$ cat config.mk
export PLATFORM = sky130hd
export DESIGN_NAME = url_percent_and_utf8_decoder
export DESIGN_NICKNAME = d
export VERILOG_FILES = /design/src/sv/udec_pkg.sv /design/src/sv/udec_front.sv /design/src/sv/udec_fifo.sv /design/src/sv/udec_back.sv /design/src/sv/url_percent_and_utf8_decoder.sv
export SDC_FILE = /design/constraint.sdc
export NUM_CORES = 1
export LEC_CHECK = 0
export ABC_AREA = 1
export BUFFER_PORTS_ARGS = -buffer_cell sky130_fd_sc_hd__buf_2
export CAP_MARGIN = 10
export CORE_MARGIN = 2
export CORE_UTILIZATION = 40
export CTS_BUF_LIST = sky130_fd_sc_hd__clkbuf_8
export DETAILED_ROUTE_END_ITERATION = 7
export PLACE_DENSITY = 0.65
export REMOVE_ABC_BUFFERS = 1
export SLEW_MARGIN = 20
export SYNTH_ARGS = -nofsm -noshare
export SYNTH_HDL_FRONTEND = slang
export SYNTH_SLANG_ARGS = --single-unit
$ cat constraint.sdc
create_clock -name clk -period 5.6 [get_ports clk]
set_input_delay 0.28 -clock clk [delete_from_list [all_inputs] [get_ports clk]]
set_output_delay 0.28 -clock clk [all_outputs]
set_load 0.01 [all_outputs]
$ cat src/sv/udec_pkg.sv
`timescale 1ns / 1ps
// ----------------------------------------------------------------------------
// udec_pkg: shared types and constants
// Operation record passed from the escape front to the UTF-8 back, character
// constants and hex digit helpers.
// ----------------------------------------------------------------------------
package udec_pkg;

  localparam int QDEPTH = 4;
  localparam int QAW    = 2;
  localparam int QCW    = 3;

  localparam logic [7:0] CH_PERCENT = 8'h25;
  localparam logic [7:0] CH_PLUS    = 8'h2B;
  localparam logic [7:0] CH_SPACE   = 8'h20;
  localparam logic [7:0] CH_QMARK   = 8'h3F;
  localparam logic [7:0] CH_NUL     = 8'h00;

  // One unit of work for the back end: a byte to feed and/or the end of a string.
  typedef struct packed {
    logic [7:0] data;
    logic       feed;
    logic       last;
  } op_t;

  function automatic logic hex_digit(input logic [7:0] b);
    hex_digit = (b >= 8'd48 && b <= 8'd57) || (b >= 8'd65 && b <= 8'd70) ||
                (b >= 8'd97 && b <= 8'd102);
  endfunction

  function automatic logic [3:0] hex_value(input logic [7:0] b);
    logic [7:0] v;
    if (b >= 8'd97) v = b - 8'd87;
    else if (b >= 8'd65) v = b - 8'd55;
    else v = b - 8'd48;
    hex_value = v[3:0];
  endfunction

endpackage

$ cat src/sv/udec_front.sv
`timescale 1ns / 1ps
// ----------------------------------------------------------------------------
// udec_front: percent-escape front end
// Takes raw URL bytes, resolves '%XX' and '+', and emits zero to two
// operations per byte for the UTF-8 back end.
// ----------------------------------------------------------------------------
module udec_front (
  input  logic            clk,
  input  logic            rst,
  input  logic            in_valid,
  output logic            in_ready,
  input  logic [7:0]      in_byte,
  input  logic            in_last,
  input  logic            room,
  output logic [1:0]      push_n,
  output udec_pkg::op_t   op0,
  output udec_pkg::op_t   op1
);
  import udec_pkg::*;

  typedef enum logic [2:0] {
    PH_IDLE = 3'b001,
    PH_PCT  = 3'b010,
    PH_HEX  = 3'b100
  } phase_t;

  phase_t     phase, phase_next;
  logic [7:0] held, held_next;
  logic       fa_v, fb_v;
  logic [7:0] fa, fb;
  logic       is_hex, plain_pct, plain_feed;
  logic [7:0] plain_byte;
  logic       take;

  assign in_ready = room;
  assign take     = in_valid && room;

  always_comb begin
    is_hex     = hex_digit(in_byte);
    plain_pct  = (in_byte == CH_PERCENT);
    plain_feed = !plain_pct;
    plain_byte = (in_byte == CH_PLUS) ? CH_SPACE : in_byte;
    phase_next = phase;
    held_next  = held;
    fa_v = 1'b0; fa = CH_NUL;
    fb_v = 1'b0; fb = CH_NUL;
    case (phase)
      PH_PCT: begin
        if (is_hex) begin
          held_next  = in_byte;
          phase_next = PH_HEX;
        end else begin
          phase_next = plain_pct ? PH_PCT : PH_IDLE;
          fa_v = plain_feed; fa = plain_byte;
        end
      end
      PH_HEX: begin
        phase_next = PH_IDLE;
        fa_v = 1'b1;
        if (is_hex) begin
          fa = {hex_value(held), hex_value(in_byte)};
        end else begin
          // lone digit passes literally, then the byte is handled as plain
          fa = held;
          fb_v = plain_feed; fb = plain_byte;
          phase_next = plain_pct ? PH_PCT : PH_IDLE;
        end
      end
      default: begin
        phase_next = plain_pct ? PH_PCT : PH_IDLE;
        fa_v = plain_feed; fa = plain_byte;
      end
    endcase
    if (in_last) begin
      if (phase_next == PH_HEX) begin
        fa_v = 1'b1; fa = held_next;
      end
      phase_next = PH_IDLE;
    end
    // last flag rides on the final operation of the string
    op0.data = fa;
    op0.feed = fa_v;
    op0.last = in_last && !fb_v;
    op1.data = fb;
    op1.feed = fb_v;
    op1.last = in_last;
    if (!take) push_n = 2'd0;
    else if (fb_v) push_n = 2'd2;
    else if (fa_v || in_last) push_n = 2'd1;
    else push_n = 2'd0;
  end

  always_ff @(posedge clk) begin
    if (rst) begin
      phase <= PH_IDLE;
    end else if (take) begin
      phase <= phase_next;
    end
  end

  always_ff @(posedge clk) begin
    if (take) begin
      held <= held_next;
    end
  end

endmodule

$ cat src/sv/udec_fifo.sv
`timescale 1ns / 1ps
// ----------------------------------------------------------------------------
// udec_fifo: operation queue
// Four-entry queue taking up to two operations a cycle and giving one.
// ----------------------------------------------------------------------------
module udec_fifo (
  input  logic            clk,
  input  logic            rst,
  input  logic [1:0]      push_n,
  input  udec_pkg::op_t   op0,
  input  udec_pkg::op_t   op1,
  output logic            room,
  output logic            avail,
  input  logic            pop,
  output udec_pkg::op_t   head
);
  import udec_pkg::*;

  op_t            q [QDEPTH];
  logic [QAW-1:0] wptr, rptr;
  logic [QCW-1:0] count;
  logic [QAW-1:0] wptr1;

  assign wptr1 = wptr + 1'b1;
  assign room  = (count <= QCW'(QDEPTH - 2));
  assign avail = (count != '0);
  assign head  = q[rptr];

  always_ff @(posedge clk) begin
    if (rst) begin
      wptr  <= '0;
      rptr  <= '0;
      count <= '0;
    end else begin
      wptr  <= wptr + QAW'(push_n);
      rptr  <= rptr + QAW'(pop);
      count <= count + QCW'(push_n) - QCW'(pop);
    end
  end

  always_ff @(posedge clk) begin
    if (push_n != 2'd0) begin
      q[wptr] <= op0;
    end
    if (push_n == 2'd2) begin
      q[wptr1] <= op1;
    end
  end

endmodule

$ cat src/sv/udec_back.sv
`timescale 1ns / 1ps
// ----------------------------------------------------------------------------
// udec_back: UTF-8 back end
// Decodes 1 to 6 byte forms without checking continuations, handles the
// end-of-string flush and holds the result in an output register.
// ----------------------------------------------------------------------------
module udec_back (
  input  logic            clk,
  input  logic            rst,
  input  logic            avail,
  input  udec_pkg::op_t   op,
  output logic            pop,
  output logic            out_v,
  input  logic            out_ready,
  output logic [7:0]      out_byte,
  output logic            out_flag,
  output logic            out_last
);
  import udec_pkg::*;

  logic [2:0] left, left_next;
  logic [7:0] acc, acc_next;
  logic       emit, flag;
  logic [7:0] ch;
  logic [7:0] b;

  assign b   = op.data;
  assign pop = avail && (!out_v || out_ready);

  always_comb begin
    emit = 1'b0; ch = CH_NUL; flag = 1'b1;
    left_next = left; acc_next = acc;
    if (op.feed) begin
      if (left != 3'd0) begin
        acc_next  = {acc[1:0], b[5:0]};
        left_next = left - 3'd1;
        emit      = (left_next == 3'd0);
        ch        = acc_next;
      end else if (!b[7]) begin
        emit = 1'b1; ch = b;
      end else if (b[7:5] == 3'b110) begin
        acc_next = {3'b0, b[4:0]}; left_next = 3'd1;
      end else if (b[7:4] == 4'b1110) begin
        acc_next = {4'b0, b[3:0]}; left_next = 3'd2;
      end else if (b[7:3] == 5'b11110) begin
        acc_next = {5'b0, b[2:0]}; left_next = 3'd3;
      end else if (b[7:2] == 6'b111110) begin
        acc_next = {6'b0, b[1:0]}; left_next = 3'd4;
      end else if (b[7:1] == 7'b1111110) begin
        acc_next = {7'b0, b[0]}; left_next = 3'd5;
      end else begin
        emit = 1'b1; ch = CH_QMARK;
      end
    end
    if (op.last) begin
      // missing continuation bytes count as zero
      if (left_next != 3'd0) begin
        emit = 1'b1;
        ch   = (left_next == 3'd1) ? {acc_next[1:0], 6'b0} : CH_NUL;
      end else if (!emit) begin
        emit = 1'b1; ch = CH_NUL; flag = 1'b0;
      end
      left_next = 3'd0;
      acc_next  = CH_NUL;
    end
  end

  always_ff @(posedge clk) begin
    if (rst) begin
      left  <= 3'd0;
      acc   <= CH_NUL;
      out_v <= 1'b0;
    end else begin
      if (pop) begin
        left  <= left_next;
        acc   <= acc_next;
        out_v <= emit;
      end else if (out_ready) begin
        out_v <= 1'b0;
      end
    end
  end

  always_ff @(posedge clk) begin
    if (pop && emit) begin
      out_byte <= ch;
      out_flag <= flag;
      out_last <= op.last;
    end
  end

endmodule

$ cat src/sv/url_percent_and_utf8_decoder.sv
`timescale 1ns / 1ps
// ----------------------------------------------------------------------------
// url_percent_and_utf8_decoder: URL percent decoder with UTF-8 decoding
// Top level joining the escape front, the operation queue and the UTF-8 back.
// ----------------------------------------------------------------------------
// Takes one byte of URL text per cycle while the queue has room and returns
// decoded characters, each the low 8 bits of a UTF-8 code point. The front
// resolves escapes combinationally and turns each byte into at most two
// queued operations; the back runs one operation per cycle while its output
// register is empty or being taken, so the sustained rate is one byte per
// cycle except where a '%X' cut short by a non-hex byte adds a back-end
// operation. A four-entry queue lets the front keep taking bytes while the
// back or the downstream side stalls. A string whose last byte yields no
// character closes with one end marker (tuser 0, tdata 0, tlast 1).
module url_percent_and_utf8_decoder (
  input  logic       clk,
  input  logic       rst,
  input  logic       s_axis_tvalid,
  output logic       s_axis_tready,
  input  logic [7:0] s_axis_tdata,   // [7:0] in_byte
  input  logic       s_axis_tlast,   // in_last
  output logic       m_axis_tvalid,
  input  logic       m_axis_tready,
  output logic [7:0] m_axis_tdata,   // [7:0] out_byte
  output logic       m_axis_tuser,   // [0] out_flag
  output logic       m_axis_tlast    // out_last
);
  import udec_pkg::*;

  logic [1:0] push_n;
  op_t        op0, op1, head;
  logic       room, avail, pop;

  udec_front u_front (
    .clk      (clk),
    .rst      (rst),
    .in_valid (s_axis_tvalid),
    .in_ready (s_axis_tready),
    .in_byte  (s_axis_tdata),
    .in_last  (s_axis_tlast),
    .room     (room),
    .push_n   (push_n),
    .op0      (op0),
    .op1      (op1)
  );

  udec_fifo u_fifo (
    .clk    (clk),
    .rst    (rst),
    .push_n (push_n),
    .op0    (op0),
    .op1    (op1),
    .room   (room),
    .avail  (avail),
    .pop    (pop),
    .head   (head)
  );

  udec_back u_back (
    .clk       (clk),
    .rst       (rst),
    .avail     (avail),
    .op        (head),
    .pop       (pop),
    .out_v     (m_axis_tvalid),
    .out_ready (m_axis_tready),
    .out_byte  (m_axis_tdata),
    .out_flag  (m_axis_tuser),
    .out_last  (m_axis_tlast)
  );

endmodule

======== After elaboration in Yosys (flattened, before gate mapping) ========
Memory sizes are Yosys's and may differ from the RTL's. A register that Yosys moved wholly into a read port is not among the register bits.
Cells that the tools add are included.
storage, ports and cells
  register bits ........................... 34
  memory bits (writable) .................. 40
  input port bits ......................... 13
  output and inout bits ................... 12
  logic and storage cells ................. 140
  memories kept ........................... 1
memories
  name      depth  bits a word  rd ports  clocked after Yosys merged registers in  wr ports  RTL line         source
  u_fifo.q  4      10           1         1                                        2         udec_fifo.sv:19  op_t q [QDEPTH];
cells by class
  add/subtract/negate cells ............... 12
  order comparisons ....................... 9
  eq/ne operators ......................... 12
  mux-type cells .......................... 73
  bitwise operators ....................... 1
  reductions and logical operators ........ 21
operators by type and width
  kind                 number
  $mux 8               19
  $mux 3               12
  $ge 8x7->1 const B   4
  $mux 2               13
  $mux 1               21
  $eq 8x6->1 const B   2
  $le 8x7->1 const B   2
  $mux 4               4
  $pmux 8 s2           1
  $sub 4x3->4 const B  4
  $eq 3x3->1 const B   3
  $reduce_bool 3->1    3
  $ge 8x6->1 const B   1
  $le 8x6->1 const B   1
  $sub 4x1->4 const B  2
  $eq 7x7->1 const B   1
  $logic_and 1x1->1    7
  $eq 6x6->1 const B   1
  $mux 6               1
  $pmux 3 s2           1
  $eq 5x5->1 const B   1
  $eq 4x4->1 const B   1
  $logic_or 1x1->1     4
  $reduce_bool 2->1    2
  15 further kinds     17

======== Depth between registers and ports, before layout ========
  depth after elaboration ................. 16
  gate-level depth with buffers ........... 22
  gate-level depth less buffers ........... 22

======== Cells and area by module ========
A second synthesis with hierarchy kept.
unflattened totals
  cells, all modules ...................... 671
  area, all modules ....................... 5051.1 um^2
by module, submodules not included
  module      instances  cells each  area each (um^2)  sequential area each (um^2)
  udec_fifo   1          277         2522.4            1341.3
  udec_front  1          216         1357.6            300.3
  udec_back   1          178         1171.1            420.4

======== Worst setup path after synthesis ========
Ideal clock, no wire load.
  path type ............................... in2reg
  start ................................... in s_axis_tdata[0]
  end ..................................... reg u_fifo.count[2]
  library setup time ...................... 0.128 ns
  data arrival time ....................... 2.763 ns
  data required time ...................... 5.472 ns
  setup slack ............................. 2.709 ns
  cell stages on the path ................. 21
  path through ............................ inv_1 > ha_1 > nand2_2 > nor2_2 > a21oi_2 > nand4_2 > nand3_4 > nand2_2 > nand2_1 > nand3_1 > nand2_1 > nor2_1 > inv_1 > ha_1 > inv_1 > ha_1 > inv_1 > fa_1 > xor2_1 > inv_1 > nor2_1
between the ends
  longest elaborated chain between the ends .. 15
  elaborated cells between the ends (all ways) .. 29
  classes of those cells .................. add/sub (2); order compare (6); eq/ne (2); mux (12); reduce/logical (7)
RTL lines
  item                                RTL line                            source
  from (decl)                         url_percent_and_utf8_decoder.sv:20  input logic [7:0] s_axis_tdata,
  $ge 8x6->1 (tied with other cells)  udec_pkg.sv:27                      hex_digit = (b >= 8'd48 && b <= 8'd57) || (b >= 8'd65 && b <= 8'd70) ||
  $logic_and 1x1->1                   udec_pkg.sv:27
  $logic_or 1x1->1 (2 in a row)       udec_pkg.sv:27
  $mux 3, on equally long branches    udec_front.sv:60, udec_front.sv:49
  $pmux 3 s2                          udec_front.sv:47                    case (phase)
  $eq 3x3->1                          udec_front.sv:75                    if (phase_next == PH_HEX) begin
  $mux 1                              udec_front.sv:75
  $mux 1                              udec_front.sv:74                    if (in_last) begin
  $logic_or 1x1->1                    udec_front.sv:89                    else if (fa_v || in_last) push_n = 2'd1;
  $mux 1                              udec_front.sv:89
  $mux 2 (*)                          udec_front.sv:88                    else if (fb_v) push_n = 2'd2;
  $mux 2 (*)                          udec_front.sv:87                    if (!take) push_n = 2'd0;
  $add 3x2->3 (*)                     udec_fifo.sv:37                     count <= count + QCW'(push_n) - QCW'(pop);
  $sub 3x1->3 (*)                     udec_fifo.sv:37
  to (signal assigned)                udec_fifo.sv:37
  to (decl)                           udec_fifo.sv:21                     logic [QCW-1:0] count;
Mark *: on every way between the ends. The rest lies on a longest branch, timed or not.
A chain may end at the register's enable or synchronous reset.

==> results.yml <==
die:
  fp.dieH_microns: 113.6
  io_pins: 25
  start_util: 0.4049
  die-area_sq_um: 12900
  row_count: 40
  core_sq_um: 11860
  die_x_microns: 113.6
sta:
  finClkSkew_ns: 0.01553
  relSlewSlack: 0.2912
  setup_tns_ns: 0
  hold_viol_final: 0
  slew_violations: 0
  maxClockFrequency_mhz: 270.0
  finalWorstSetupSlack_ns: 1.896
  post-route-period-util: 0.6614
  grt_setup_unrepaired: "false"
  worst_pin_slew_ns: 1.056
  setup_viol_count_final: 0
  finalCriticalPeriod_ns: 3.704
synthesis:
  synth_cells: 625
  yosys_warnings: 0
  ys_ff_latch: 74
  synth.avg_cell_area_sq_um: 7.683
  synth_compound_area_frac: 0.1154
  yosysUniqueCellTypes: 42
  synth_top_family_by_area: "simple AND/OR/NAND/NOR gates"
  yosysTopAreaCellShare: 0.3627
  synthSimpleGateAreaFrac: 0.3127
  ys_seq_area_frac: 0.4294
  ys_top_cells_by_area: "edfxtp_1, nand2_1, dfxtp_1"
  yosys.area.top_type: "edfxtp_1"
  ys.flop_type: "edfxtp_1"
  synthXorXnorAreaFrac: 0.01824
  synthesis.area_sq_um: 4802
  synth_fa_ha_area_frac: 0.04325
  yosys-mux-area-fraction: 0
  synth_edf_count: 58
  async_flop_share: 0
routing:
  wl_per_cell_microns: 13.56
  routed_wl_mm: 10.81
  vias: 4172
  firstDrtPassIters: 5
  drc: 0
  viasPerCell: 5.235
  drt_iter0_markers: 246
  antenna_left: 0
cells_and_area:
  fin_cells: 797
  area_growth_pct: 8.807
  drive_above_1_share: 0.1277
  diodes: 0
  nets: 674
  finalInstanceArea_sq_um: 5225
global_route:
  track_usage: 0.1736
  grt_pass1_vias: 3835
  grt_start_max_net_pins: 26
  grt_pass1_wl_mm: 17.74
  antenna_found_initial: 0
  grt_overflow: 0
critical_path:
  critical_path_arrival_ns: 3.68
  path_delay_family: "simple AND/OR/NAND/NOR gates"
  endpoint_kind: "flop"
  critPathSlowestCell: "a21oi_1"
  start_kind: "flop"
  cp_num_buf_inv: 1
  cp_max_fo: 25
  max_stage_delay_ns: 0.83
  cp_cell_sequence: "inv_2 > nand2_1 > nand3_1 > nand2_1 > nor2_1 > nand2_1 > nand3_1 > nand2_1 > nand3_2 > a21oi_1"
  path_class: "flop to flop"
  crit_top_cell: "nand2_1"
  cp_data_required_time_ns: 5.58
clock_tree:
  cts.repair.resized: 0
  cts_setup_buffers: 0
  clk_root_buffer_cell: "clkbuf_8"
  clockBufferDepth: 2
  postCtsHoldBufs: 0
  clk_latency_ns: 0.36
  cts_buffers: 9
  clk_pin_slew_ns: 0.08
  clock_sinks: 74
  cts_tree: "yes"
  cts.htree.levels: 3
place:
  place.gp.congestion: 0.8915
  dp_cells: 781
  placed_area_sq_um: 5026
  dpl.hpwl_mm: 8.381
  numPortBuffers: 24
  place_ws_ns: 1.890
power:
  power.density_nw_per_um2: 481.2
  power.total_mw: 2.514
  switchingPower_mw: 1.142
  p_int_mw: 1.372
  seqPwrFrac: 0.337
  sw_frac_of_total: 0.4542
  p_comb_frac: 0.493
  ir_drop_uv: 159.4
  p_leak_nw: 2.302
  power.share.clock: 0.170
job:
  max-cap-violations: 0
status:
  status: "completed"
worst_hold_path:
  min_path_type: "primary input to flop"
-- flip-flops by register name (all words and copies together) (netlist names), 2 cells and up --
signal and count:
u_fifo.q 40, u_back.acc 2, u_front.phase 3, u_fifo.wptr 2, u_front.held 8, u_back.out_byte 8, u_back.left 3, u_fifo.rptr 2
u_fifo.count 3
-- synthesized netlist by cell type (2+ instances only) --
cell type	count
nand2_1	200
edfxtp_1	58
inv_1	52
nand3_1	50
nor2_1	42
o21ai_0	32
o21ai_1	26
a21oi_1	23
inv_2	17
nand4_1	17
dfxtp_1	16
ha_1	15
buf_2	10
o211ai_1	8
xor2_1	8
nor2_2	4
nor2_8	4
nor3_1	4
o31ai_1	4
buf_6	3
clkbuf_1	3
buf_1	2
clkinv_1	2
inv_4	2
nand2_2	2
nand2_4	2
o22ai_1	2
or2_2	2
xnor2_1	2
-- layout make-up --
type | instances | area [sq um]
fill | 1170 | 6636
clock buffer | 10 | 137.6
timing repair buffer | 28 | 150.1
clock inverter | 6 | 61.31
inverter | 73 | 279.0
sequential | 74 | 2062
tap | 147 | 183.9
multi-input combinational | 459 | 2351
-- through the flow --
stage | hold slack (ns) | utilization
global placement | 0.4551 | 0.4237
global route | 0.2637 | 0.4405
finish | 0.2341 | 0.4405
floorplan | 0.3467 | -
detailed placement | 0.4659 | 0.4237
CTS | 0.2175 | 0.4405
-- layout by cell type (no fill, tap or decap), types with 8 or more instances in the layout --
master      n
dfxtp_1    16
buf_2      24
nand2_1   200
nor2_1     42
inv_2      17
clkbuf_8   10
xor2_1      8
o21ai_0    31
o21ai_1    27
o211ai_1    8
nand3_1    50
nand4_1    17
a21oi_1    23
ha_1       15
inv_1      52
edfxtp_1   58
-- metal layers --
layer  GRT usage  routed length [microns]  vias to the layer above  share of wire
li1            -                        -                     2120              -
met5           0                        0                        -              0
met3     0.03719                      409                       23          0.038
met2      0.3134                     5614                      111           0.52
met1      0.1988                     4579                     1918           0.42
met4     0.07317                      204                        0          0.019
-- power by group through the flow --
stage	Sequential, mW	Clock [mW]	Combinational (mW)
finish	0.848	0.426	1.24
global route	0.866	0.460	1.41
CTS	0.848	0.438	1.24
detailed placement	0.860	0	1.23
global placement	0.858	0	1.21
floorplan	0.863	0	0.906
-- cells by family (layout without fill, tap and decap cells) --
family | count (synthesis) | count (layout)
compound gates | 100 | 100
xor+xnor | 10 | 10
fa+ha+maj | 16 | 16
buf+inv | 92 | 117
flops | 74 | 74
simple gates | 333 | 333
-- worst register-to-register path, cell delays in order (launching register included) --
cell	delay, ns
dfxtp_1	0.80
inv_2	0.34
nand2_1	0.13
nand3_1	0.07
nand2_1	0.19
nor2_1	0.13
nand2_1	0.15
nand3_1	0.11
nand2_1	0.32
nand3_2	0.25
a21oi_1	0.83
-- path summary, 6_finish.rpt --
check | from | slack (ns) | endpoint | cells after the start
setup / recovery | u_fifo.rptr[0] | 1.90 | u_back.out_byte[2] | 10
hold / removal | s_axis_tlast | 0.23 | u_front.phase[2] | 4
setup reg to reg | u_fifo.rptr[0] | 1.90 | u_back.out_byte[2] | 10
hold reg to reg | u_back.acc[0] | 0.47 | u_back.acc[0] | 2
Power figures use the tool's default switching activity.
